--- src/rsame_pkg.sv ---
// shared types and constants for the rsa modular exponentiation decrypt block
// no dependencies; imported by every module of the block
package rsame_pkg;

    localparam int DEF_MOD_WIDTH   = 32;
    localparam int DEF_PLAIN_WIDTH = 16;

    localparam int CT_WIDTH   = 32;
    localparam int PT_WIDTH   = 16;
    localparam int DATA_WIDTH = 32;
    localparam int ADDR_WIDTH = 3;

    // register index, taken from paddr[2]
    localparam logic REG_EXPONENT = 1'b0;
    localparam logic REG_MODULUS  = 1'b1;

    localparam logic [DATA_WIDTH-1:0] EXPONENT_RESET = 32'd1;
    localparam logic [DATA_WIDTH-1:0] MODULUS_RESET  = 32'd3;

    typedef struct packed {
        logic load;      // latch request and config, start base reduction
        logic mul_acc;   // product <= acc * sq
        logic mul_sq;    // product <= sq * sq
        logic red_step;  // one bit of the reduction
        logic wr_acc;    // acc <= reduced value
        logic wr_sq;     // sq <= reduced value
        logic next_bit;  // advance to next exponent bit
        logic emit;      // load the output register
    } t_dp_cmd;

    typedef struct packed {
        logic red_last;
        logic exp_bit;
        logic bit_last;
        logic mod_zero;
        logic out_busy;
    } t_dp_sts;

endpackage

--- src/rsame_cfg.sv ---
// apb register file: private exponent and modulus
// depends on rsame_pkg
module rsame_cfg
    import rsame_pkg::*;
(
    input  logic                  i_clk,
    input  logic                  i_rst_n,
    input  logic                  psel,
    input  logic                  penable,
    input  logic                  pwrite,
    input  logic [ADDR_WIDTH-1:0] paddr,
    input  logic [DATA_WIDTH-1:0] pwdata,
    output logic [DATA_WIDTH-1:0] prdata,
    output logic                  pready,
    output logic [DATA_WIDTH-1:0] o_private_exponent,
    output logic [DATA_WIDTH-1:0] o_modulus
);

    logic [DATA_WIDTH-1:0] r_exponent;
    logic [DATA_WIDTH-1:0] r_modulus;
    logic                  wr_en;

    assign pready = 1'b1;
    assign wr_en  = psel && penable && pwrite;

    always_ff @(posedge i_clk) begin
        if (!i_rst_n) begin
            r_exponent <= EXPONENT_RESET;
            r_modulus  <= MODULUS_RESET;
        end else if (wr_en) begin
            if (paddr[2] == REG_MODULUS) begin
                r_modulus <= pwdata;
            end else begin
                r_exponent <= pwdata;
            end
        end
    end

    assign prdata = (paddr[2] == REG_MODULUS) ? r_modulus : r_exponent;

    assign o_private_exponent = r_exponent;
    assign o_modulus          = r_modulus;

endmodule

--- src/rsame_dp.sv ---
// datapath: multiplier, bit-serial reduction, exponent shifter and output register
// depends on rsame_pkg
module rsame_dp
    import rsame_pkg::*;
#(
    parameter int MOD_WIDTH   = DEF_MOD_WIDTH,
    parameter int PLAIN_WIDTH = DEF_PLAIN_WIDTH
) (
    input  logic                  i_clk,
    input  logic                  i_rst_n,
    input  t_dp_cmd               i_cmd,
    output t_dp_sts               o_sts,
    input  logic [CT_WIDTH-1:0]   i_ciphertext,
    input  logic [DATA_WIDTH-1:0] i_exponent,
    input  logic [DATA_WIDTH-1:0] i_modulus,
    output logic                  o_out_valid,
    input  logic                  i_out_stall,
    output logic [PT_WIDTH-1:0]   o_plaintext,
    output logic                  o_range_error
);

    localparam int W      = MOD_WIDTH;
    localparam int PW     = 2 * MOD_WIDTH;
    localparam int RCNT_W = $clog2(PW);
    localparam int BIT_W  = $clog2(W);

    logic [W-1:0]      r_m;
    logic [W-1:0]      r_exp;
    logic [W-1:0]      r_acc;
    logic [W-1:0]      r_sq;
    logic [PW-1:0]     r_prod;
    logic [W-1:0]      r_rem;
    logic [RCNT_W-1:0] r_red_cnt;
    logic [BIT_W-1:0]  r_bit;
    logic              r_out_valid;
    logic [PT_WIDTH-1:0] r_plain;
    logic              r_err;

    logic [W:0]        rem_sh;
    logic [W:0]        rem_sub;
    logic [W-1:0]      n_rem;
    logic [63:0]       acc_ext;
    logic              too_big;
    logic [W-1:0]      mul_a;

    // restoring reduction: one dividend bit per cycle, msb first
    assign rem_sh  = {r_rem, r_prod[PW-1]};
    assign rem_sub = rem_sh - {1'b0, r_m};
    assign n_rem   = (rem_sh >= {1'b0, r_m}) ? rem_sub[W-1:0] : rem_sh[W-1:0];

    assign mul_a = i_cmd.mul_acc ? r_acc : r_sq;

    always_ff @(posedge i_clk) begin
        if (i_cmd.load) begin
            r_m       <= i_modulus[W-1:0];
            r_exp     <= i_exponent[W-1:0];
            r_prod    <= {{W{1'b0}}, i_ciphertext[W-1:0]};
            r_rem     <= '0;
            r_red_cnt <= '0;
            r_bit     <= '0;
            r_acc     <= (i_modulus[W-1:0] == W'(1)) ? '0 : W'(1);
        end else begin
            if (i_cmd.mul_acc || i_cmd.mul_sq) begin
                r_prod    <= PW'(mul_a) * PW'(r_sq);
                r_rem     <= '0;
                r_red_cnt <= '0;
            end
            if (i_cmd.red_step) begin
                r_prod    <= {r_prod[PW-2:0], 1'b0};
                r_rem     <= n_rem;
                r_red_cnt <= r_red_cnt + 1'b1;
            end
            if (i_cmd.wr_acc) begin
                r_acc <= n_rem;
            end
            if (i_cmd.wr_sq) begin
                r_sq <= n_rem;
            end
            if (i_cmd.next_bit) begin
                r_exp <= {1'b0, r_exp[W-1:1]};
                r_bit <= r_bit + 1'b1;
            end
        end
    end

    assign acc_ext = 64'(r_acc);
    assign too_big = |(acc_ext >> PLAIN_WIDTH);

    always_ff @(posedge i_clk) begin
        if (!i_rst_n) begin
            r_out_valid <= 1'b0;
        end else if (i_cmd.emit) begin
            r_out_valid <= 1'b1;
        end else if (!i_out_stall) begin
            r_out_valid <= 1'b0;
        end
    end

    always_ff @(posedge i_clk) begin
        if (i_cmd.emit) begin
            if ((r_m == '0) || too_big) begin
                r_plain <= '0;
                r_err   <= 1'b1;
            end else begin
                r_plain <= acc_ext[PT_WIDTH-1:0];
                r_err   <= 1'b0;
            end
        end
    end

    assign o_sts.red_last = (r_red_cnt == RCNT_W'(PW - 1));
    assign o_sts.exp_bit  = r_exp[0];
    assign o_sts.bit_last = (r_bit == BIT_W'(W - 1));
    assign o_sts.mod_zero = (r_m == '0);
    assign o_sts.out_busy = r_out_valid && i_out_stall;

    assign o_out_valid   = r_out_valid;
    assign o_plaintext   = r_plain;
    assign o_range_error = r_err;

endmodule

--- src/rsame_ctrl.sv ---
// controller: sequences base reduction and square-and-multiply over exponent bits
// depends on rsame_pkg
module rsame_ctrl
    import rsame_pkg::*;
(
    input  logic    i_clk,
    input  logic    i_rst_n,
    input  logic    i_in_valid,
    output logic    o_in_stall,
    output t_dp_cmd o_cmd,
    input  t_dp_sts i_sts
);

    localparam logic [2:0] S_IDLE  = 3'd0;
    localparam logic [2:0] S_BASE  = 3'd1;
    localparam logic [2:0] S_CHECK = 3'd2;
    localparam logic [2:0] S_MACC  = 3'd3;
    localparam logic [2:0] S_RACC  = 3'd4;
    localparam logic [2:0] S_MSQ   = 3'd5;
    localparam logic [2:0] S_RSQ   = 3'd6;
    localparam logic [2:0] S_DONE  = 3'd7;

    logic [2:0] r_state;
    logic [2:0] n_state;

    assign o_in_stall = (r_state != S_IDLE);

    always_comb begin
        n_state = r_state;
        o_cmd   = '0;
        case (r_state)
            S_IDLE: begin
                if (i_in_valid) begin
                    o_cmd.load = 1'b1;
                    n_state    = S_BASE;
                end
            end
            S_BASE: begin
                if (i_sts.mod_zero) begin
                    n_state = S_DONE;
                end else begin
                    o_cmd.red_step = 1'b1;
                    if (i_sts.red_last) begin
                        o_cmd.wr_sq = 1'b1;
                        n_state     = S_CHECK;
                    end
                end
            end
            S_CHECK: begin
                n_state = i_sts.exp_bit ? S_MACC : S_MSQ;
            end
            S_MACC: begin
                o_cmd.mul_acc = 1'b1;
                n_state       = S_RACC;
            end
            S_RACC: begin
                o_cmd.red_step = 1'b1;
                if (i_sts.red_last) begin
                    o_cmd.wr_acc = 1'b1;
                    n_state      = S_MSQ;
                end
            end
            S_MSQ: begin
                o_cmd.mul_sq = 1'b1;
                n_state      = S_RSQ;
            end
            S_RSQ: begin
                o_cmd.red_step = 1'b1;
                if (i_sts.red_last) begin
                    o_cmd.wr_sq = 1'b1;
                    if (i_sts.bit_last) begin
                        n_state = S_DONE;
                    end else begin
                        o_cmd.next_bit = 1'b1;
                        n_state        = S_CHECK;
                    end
                end
            end
            S_DONE: begin
                // wait for the output register to free up
                if (!i_sts.out_busy) begin
                    o_cmd.emit = 1'b1;
                    n_state    = S_IDLE;
                end
            end
            default: begin
                n_state = S_IDLE;
            end
        endcase
    end

    always_ff @(posedge i_clk) begin
        if (!i_rst_n) begin
            r_state <= S_IDLE;
        end else begin
            r_state <= n_state;
        end
    end

endmodule

--- src/rsa_modexp_decrypt_top.sv ---
// top level of the rsa modular exponentiation decrypt block
// depends on rsame_pkg, rsame_cfg, rsame_ctrl, rsame_dp
//
// Each ciphertext request is raised to the private exponent modulo the modulus by
// right-to-left square-and-multiply, one request at a time; o_in_stall is high from
// acceptance until the result is loaded into the output register, which can hold a
// finished result while the next request is accepted. Every modular product uses one
// MOD_WIDTH x MOD_WIDTH multiply followed by a bit-serial reduction of the
// 2*MOD_WIDTH-bit product; the base is reduced the same way. A zero modulus skips
// the exponentiation and returns range_error. Results wider than PLAIN_WIDTH bits give
// plaintext 0 with range_error set. Registers: exponent at 0x0 (reset 1), modulus at
// 0x4 (reset 3); write them only while the block is idle.
module rsa_modexp_decrypt_top
    import rsame_pkg::*;
#(
    parameter int MOD_WIDTH   = DEF_MOD_WIDTH,
    parameter int PLAIN_WIDTH = DEF_PLAIN_WIDTH
) (
    input  logic                  i_clk,
    input  logic                  i_rst_n,
    input  logic                  psel,
    input  logic                  penable,
    input  logic                  pwrite,
    input  logic [ADDR_WIDTH-1:0] paddr,
    input  logic [DATA_WIDTH-1:0] pwdata,
    output logic [DATA_WIDTH-1:0] prdata,
    output logic                  pready,
    input  logic                  i_in_valid,
    output logic                  o_in_stall,
    input  logic [CT_WIDTH-1:0]   i_ciphertext,
    output logic                  o_out_valid,
    input  logic                  i_out_stall,
    output logic [PT_WIDTH-1:0]   o_plaintext,
    output logic                  o_range_error
);

    logic [DATA_WIDTH-1:0] exponent;
    logic [DATA_WIDTH-1:0] modulus;
    t_dp_cmd               cmd;
    t_dp_sts               sts;

    rsame_cfg u_cfg (
        .i_clk              (i_clk),
        .i_rst_n            (i_rst_n),
        .psel               (psel),
        .penable            (penable),
        .pwrite             (pwrite),
        .paddr              (paddr),
        .pwdata             (pwdata),
        .prdata             (prdata),
        .pready             (pready),
        .o_private_exponent (exponent),
        .o_modulus          (modulus)
    );

    rsame_ctrl u_ctrl (
        .i_clk      (i_clk),
        .i_rst_n    (i_rst_n),
        .i_in_valid (i_in_valid),
        .o_in_stall (o_in_stall),
        .o_cmd      (cmd),
        .i_sts      (sts)
    );

    rsame_dp #(
        .MOD_WIDTH   (MOD_WIDTH),
        .PLAIN_WIDTH (PLAIN_WIDTH)
    ) u_dp (
        .i_clk         (i_clk),
        .i_rst_n       (i_rst_n),
        .i_cmd         (cmd),
        .o_sts         (sts),
        .i_ciphertext  (i_ciphertext),
        .i_exponent    (exponent),
        .i_modulus     (modulus),
        .o_out_valid   (o_out_valid),
        .i_out_stall   (i_out_stall),
        .o_plaintext   (o_plaintext),
        .o_range_error (o_range_error)
    );

    // an accepted request keeps the block busy in the next cycle
    a_busy_after_accept: assert property (
        @(posedge i_clk) disable iff (!i_rst_n)
        (i_in_valid && !o_in_stall) |=> o_in_stall
    ) else $error("block not busy after accepting a request");

    // an error result never carries a plaintext value
    a_err_zero: assert property (
        @(posedge i_clk) disable iff (!i_rst_n)
        (o_out_valid && o_range_error) |-> (o_plaintext == '0)
    ) else $error("range error with nonzero plaintext");

    // a result is only produced by a request in flight
    a_emit_busy: assert property (
        @(posedge i_clk) disable iff (!i_rst_n)
        cmd.emit |-> o_in_stall
    ) else $error("result emitted while idle");

    // the output register is never overwritten while a result is stalled
    a_no_overwrite: assert property (
        @(posedge i_clk) disable iff (!i_rst_n)
        (o_out_valid && i_out_stall) |-> !cmd.emit
    ) else $error("stalled result overwritten");

endmodule
--- config.mk ---
export PLATFORM = sky130hd
export DESIGN_NAME = rsa_modexp_decrypt_top
export DESIGN_NICKNAME = d
export VERILOG_FILES = /design/src/rsame_pkg.sv /design/src/rsame_cfg.sv /design/src/rsame_dp.sv /design/src/rsame_ctrl.sv /design/src/rsa_modexp_decrypt_top.sv
export SDC_FILE = /design/constraint.sdc
export NUM_CORES = 2
export LEC_CHECK = 0
export BUFFER_PORTS_ARGS = -buffer_cell sky130_fd_sc_hd__buf_4
export CORE_AREA = 5 5 270 470
export CTS_CLUSTER_SIZE = 12
export DETAILED_ROUTE_END_ITERATION = 8
export DIE_AREA = 0 0 275 475
export REMOVE_ABC_BUFFERS = 1
export SLEW_MARGIN = 10
export SYNTH_ARGS = -nofsm -noshare
export SYNTH_HDL_FRONTEND = slang
export SYNTH_SLANG_ARGS = --single-unit
--- constraint.sdc ---
create_clock -name i_clk -period 11.4 [get_ports i_clk]
set_input_delay 1.14 -clock i_clk [delete_from_list [all_inputs] [get_ports i_clk]]
set_output_delay 1.14 -clock i_clk [all_outputs]
set_load 0.05 [all_outputs]
# After elaboration in Yosys (flattened, before gate mapping)
# Cells that the tools add are included.
[totals]
regBits = 320
output_inout_bits = 52
wordCells = 98
[op_classes]
addsub = 3
multipliers = 1
n_lt_le_gt_ge = 1
n_eq_ne = 16
mux = 42
n_bitwise = 2
n_reduce_logical = 18
[ops]
columns = ["cell", "count"]
rows = [
  ["$mux 32", 10],
  ["$mux 64", 2],
  ["$mul 32x32->64", 1],
  ["$ge 33x32->1", 1],
  ["$eq 32x1->1 const B", 1],
  ["$logic_not 32->1", 1],
  ["$sub 32x32->32", 1],
  ["$mux 3", 8],
  ["$pmux 3 s8", 1],
  ["$mux 1", 16],
  ["$reduce_or 16->1", 1],
  ["$eq 3x3->1 const B", 4],
  ["$mux 6", 2],
  ["$ne 2x2->1 const B", 4],
  ["$add 6x1->6 const B", 1],
  ["$eq 3x2->1 const B", 2],
  ["$eq 6x6->1 const B", 1],
  ["$reduce_and 2->1", 3],
  ["$reduce_bool 2->1", 3],
  ["$reduce_bool 3->1", 2],
  ["$add 5x1->5 const B", 1],
  ["$eq 5x5->1 const B", 1],
  ["$reduce_and 5->1", 1],
  ["$pmux 1 s2", 2],
  ["9 further kinds", 13],
]

# Longest topological paths before layout
[logic_depth]
word_depth = 7
depth_mapped = 33

# By module
# From an unflattened synthesis, not the netlist that was laid out.
[hier_totals]
hier_cells = 5205
area_unflattened_um2 = 48900.6
[modules_own_cells]
columns = ["mod", "n_inst", "cells_per_inst", "area_each_um2", "seq_area_each_um2"]
rows = [
  ["rsame_dp", 1, 4874, 45768.9, 6836.6],
  ["rsame_cfg", 1, 283, 2827.7, 1281.2],
  ["rsame_ctrl", 1, 48, 304.0, 60.1],
]

# Worst setup path before layout
# Ideal clock, no wire load.
[synth_path]
kind = "register -> register"
from = "register u_ctrl.r_state[2]"
to = "register u_dp.r_prod[61]"
setup_time_ps = 134
arrival_time_ps = 8269
required_ps = 11266
slack_ps = 2997
path_stages_with_launch = 31
n_path_buf = 4
synth_period_minus_slack_ps = 8403
cell_sequence = "dfxtp_1 -> clkbuf_1 -> inv_1 -> nand3_1 -> clkbuf_1 -> mux2_2 -> clkbuf_1 -> and2_1 -> fa_1 -> fa_1 -> inv_1 -> fa_1 -> fa_1 -> inv_1 -> fa_1 -> fa_1 -> fa_1 -> inv_1 -> fa_1 -> inv_1 -> ha_1 -> clkbuf_1 -> and2_1 -> and2_1 -> and4_1 -> a311oi_2 -> nor3b_2 -> a41oi_2 -> o311ai_2 -> xnor2_1 -> o22ai_1"
[synth_via]
elab_chain_len = 6
word_cells_on_any_way = 17
classes_between = "mul (1); eq/ne (5); mux (7); reduce/logical (4)"
[synth_lines]
columns = ["element", "line", "text"]
rows = [
  ["from (decl)", "rsame_ctrl.sv:23", "logic [2:0] r_state;"],
  ["from (signal assigned)", "rsame_ctrl.sv:96", "r_state <= n_state;"],
  ["$eq 3x2->1", "rsame_ctrl.sv:31", "case (r_state)"],
  ["$mux 1", "rsame_ctrl.sv:31", ""],
  ["$mux 32", "rsame_dp.sv:51", "assign mul_a = i_cmd.mul_acc ? r_acc : r_sq;"],
  ["$mul 32x32->64", "rsame_dp.sv:64", "r_prod <= PW'(mul_a) * PW'(r_sq);"],
  ["$mux 64", "rsame_dp.sv:63", "if (i_cmd.mul_acc || i_cmd.mul_sq) begin"],
  ["$mux 64", "rsame_dp.sv:68", "if (i_cmd.red_step) begin"],
  ["to (signal assigned)", "rsame_dp.sv:57", "r_prod <= {{W{1'b0}}, i_ciphertext[W-1:0]};"],
  ["to (signal assigned)", "rsame_dp.sv:64", ""],
  ["to (signal assigned)", "rsame_dp.sv:69", "r_prod <= {r_prod[PW-2:0], 1'b0};"],
  ["to (decl)", "rsame_dp.sv:31", "logic [PW-1:0] r_prod;"],
]
# Several ways; a longest one is shown, not always the timed one. The select of a mux whose other input is x is not followed.
# A chain may end at the register's enable or synchronous reset.

# Final worst setup path
[layout_path]
from = "register u_ctrl.r_state[2]"
to = "register u_dp.r_prod[62]"
# The elaborated chain is that of the path after synthesis.

==> reports/metrics.csv <==
stage,metric,value,unit
detailed_routing,ANT nets after route,0,
sta,Worst Hold Margin,477,ps
detailed_routing,via-per-instance ratio,5.30,
layout,final cell count without fillers,6863,
yosys,Post-synth top flop,edfxtp_1,
detailed_routing,drt total wl,147,mm
setup_path,WS Path Type,reg -> reg,
clock_tree,number of hold buffers added after CTS,0,
die,Top Ports,126,
yosys,dominant cells by area after synthesis,"fa_1 37%, edfxtp_1 11%, and2_1 7.7%",
sta,final clock skew,37.6,ps
sta,Tcrit/Tclk final,91.6,%
clock_tree,clk_lat worst skew,620,ps
die,core area,122000,sq um
yosys,register area share after synthesis,16.8,%
worst_hold_path,Hold Crit Depth,2,
setup_path,CP Capture Type,flop,
yosys,Syn. warnings,0,
clock_tree,CTS resizes,0,
die,Initial Util,39.8,%
yosys,cell accounting for the most synthesized area,fa_1,
worst_hold_path,worst hold-check path type,reg -> reg,
clock_tree,post-CTS setup buffer count,0,
setup_path,worst path arrival time,10880,ps
global_routing,Tot GR Track Use,22.9,%
global_routing,largest net degree at the start of global routing,69,
die,Die H,475,microns
placed_design,dpl hpwl,114,mm
sta,Fin. Hold Viols,0,
sta,"crit path setup slack, layout",959,ps
yosys,post-synthesis register bit count,320,
setup_path,critical path's top delay family,adder cells,
global_routing,GR Overflow Total,0,
setup_path,crit-path max FO,35,
clock_tree,clk slew on worst S/H paths,60,ps
detailed_routing,Initial DRC Count,2000,
global_routing,first-pass GRT wire length,229,mm
global_routing,initial antenna violation count,8,
sta,Least-Margin Pin Slew,1310,ps
sta,setup violators final,0,
placed_design,dpl cells,6788,
flow_run,Max-Cap Viols,0,
setup_path,Crit path buffers/inverters,4,
clock_tree,clk sink count,320,
detailed_routing,drt pass-1 iters,7,
worst_hold_path,Hold Startpoint,u_cfg.o_private_exponent[25],
sta,Max-slew headroom,11.6,%
clock_tree,Num CTS Buffers,38,
setup_path,worst reg-to-reg path cell count,26,
sta,final worst path period need,10440,ps
clock_tree,CTS max path bufs,3,
placed_design,gpl congestion,1.02,
setup_path,r2r setup slk,960,ps
clock_tree,clock root buffer,clkbuf_16,
die,total die area,131000,sq um
layout,Layout area overhead,7.74,%
detailed_routing,DR DRC count,0,
yosys,mapped cell area,48600,sq um
layout,Final nets,6463,
sta,setup TNS,0,ps
worst_hold_path,Worst Hold End,u_cfg.o_private_exponent[25],
yosys,share of the synthesized area in the top cell type,36.9,%
sta,RSZ-0062 raised after global routing,false,
detailed_routing,WL per Instance,21.5,microns
yosys,number of enable flip-flop cells after synthesis,177,
setup_path,reg2reg end,u_dp.r_prod[62],
sta,Max Freq,95.8,MHz
setup_path,delay of the slowest cell on the worst path,670,ps
clock_tree,CTS tree,yes,
layout,fraction of layout cells with a size suffix above 1,7.29,%
sta,Final Slew Violations,0,
setup_path,"most used cell, CP",fa_1,
layout,most frequent cells in the layout,"920 x inv_1, 897 x fa_1, 780 x nand2_1",
layout,"most common cell after layout, fill and taps aside",inv_1,
setup_path,FF-to-FF Start,u_ctrl.r_state[2],
setup_path,crit path max-delay cell type,mux2_2,
yosys,synth unique cells,82,
placed_design,PortBufs,122,
global_routing,number of global-route vias before repair,40200,
yosys,average cell area after synthesis,9.25,sq um
status,status,"finished, final reports clean",
die,Placement Rows,170,
yosys,Mapped Cells,5257,
setup_path,CP required,11840,ps
detailed_routing,vias post-DR,36400,
setup_path,CP Launch Type,flop,
yosys,"Async S/R FF share, synth",0,%
clock_tree,CTS HTree Levels,2,
die,Die Wd,275,microns
placed_design,pre-CTS setup slack,1150,ps
routing by layer:
metal / vias to the layer above / part of all wire, % / routed length, microns / GRT usage, %
met5: - / 0 / 0 / 0
met3: 459 / 5.1 / 7490 / 2.83
met2: 1199 / 53 / 77400 / 42.5
met4: 0 / 8.1 / 12000 / 14.6
li1: 16100 / - / - / -
met1: 18600 / 34 / 50500 / 24.2
how the worst max path moves through the flow:
stage | end | start | slack, ps | cells after the start
finish | u_dp.r_prod[62] | u_ctrl.r_state[2] | 960 | 26
CTS | u_dp.r_prod[62] | u_ctrl.r_state[2] | 1140 | 26
global placement | u_dp.r_prod[62] | u_ctrl.r_state[2] | 1170 | 26
global route | u_dp.r_prod[62] | u_ctrl.r_state[2] | 690 | 26
floorplan | u_dp.r_prod[61] | u_ctrl.r_state[1] | 2180 | 26
detailed placement | u_dp.r_prod[62] | u_ctrl.r_state[2] | 1150 | 26
worst min-delay path, cell delays in order (launching register included):
cell and delay, ps:
dfxtp_1 310, nand2_1 50, a21boi_0 60
per-stage QoR:
step,instance area (sq um),util [%]
4_1_cts,52400,42.8
6_report,52400,42.8
3_5_place_dp,51200,41.8
2_1_floorplan,47400,-
5_1_grt,52400,42.8
3_3_place_gp,51200,41.8
flip-flops by register name, summed over array words and instances, names as in the netlist, 32 cells and up:
name	flops
u_cfg.o_modulus	32
u_dp.r_prod	64
u_dp.r_exp	32
u_cfg.o_private_exponent	32
u_dp.r_rem	32
u_dp.r_acc	32
u_dp.r_m	32
u_dp.r_sq	32
cells in the mapped netlist (7+ instances only):
library cell,number
a211oi_1,15
a21boi_0,66
a21o_1,60
a21oi_1,202
a22oi_1,31
a31oi_1,33
and2_1,602
and3_1,23
buf_1,10
buf_2,8
clkbuf_1,293
dfxtp_1,143
edfxtp_1,177
fa_1,897
ha_1,298
inv_1,920
mux2_2,66
mux2i_1,19
nand2_1,782
nand2b_1,13
nand3_1,42
nand4_1,26
nor2_1,144
nor2b_1,12
nor3_1,21
nor4_1,21
o211ai_1,10
o21a_1,30
o21ai_0,78
o21ai_1,13
o21bai_1,14
o22ai_1,14
o31a_1,7
xnor2_1,51
xor2_1,36
kinds of logic (layout without fill, tap and decap cells):
family / count (synthesis) / count (layout) / share of synthesized area (%)
compound gates: 623 / 623 / 8.35
fa+ha+maj: 1195 / 1195 / 44.6
flops: 320 / 320 / 16.8
xor+xnor: 87 / 87 / 1.57
mux: 85 / 85 / 1.92
simple gates: 1710 / 1710 / 17.2
other cells: 1 / 6 / 0.00771
buf+inv: 1236 / 1203 / 9.59
final cells by class:
type | instances | area, sq um
repair buffers | 212 | 1590
clock buffers | 55 | 1080
diodes | 5 | 12.5
inverters | 921 | 3460
flip-flops and latches | 320 | 8180
clock inverters | 15 | 155
well taps | 1634 | 2040
fillers | 12000 | 69900
multi-input cells | 3701 | 35900
Power is not shown: default switching activity piles up to over one toggle a cycle in this logic, so the estimate is an artifact.
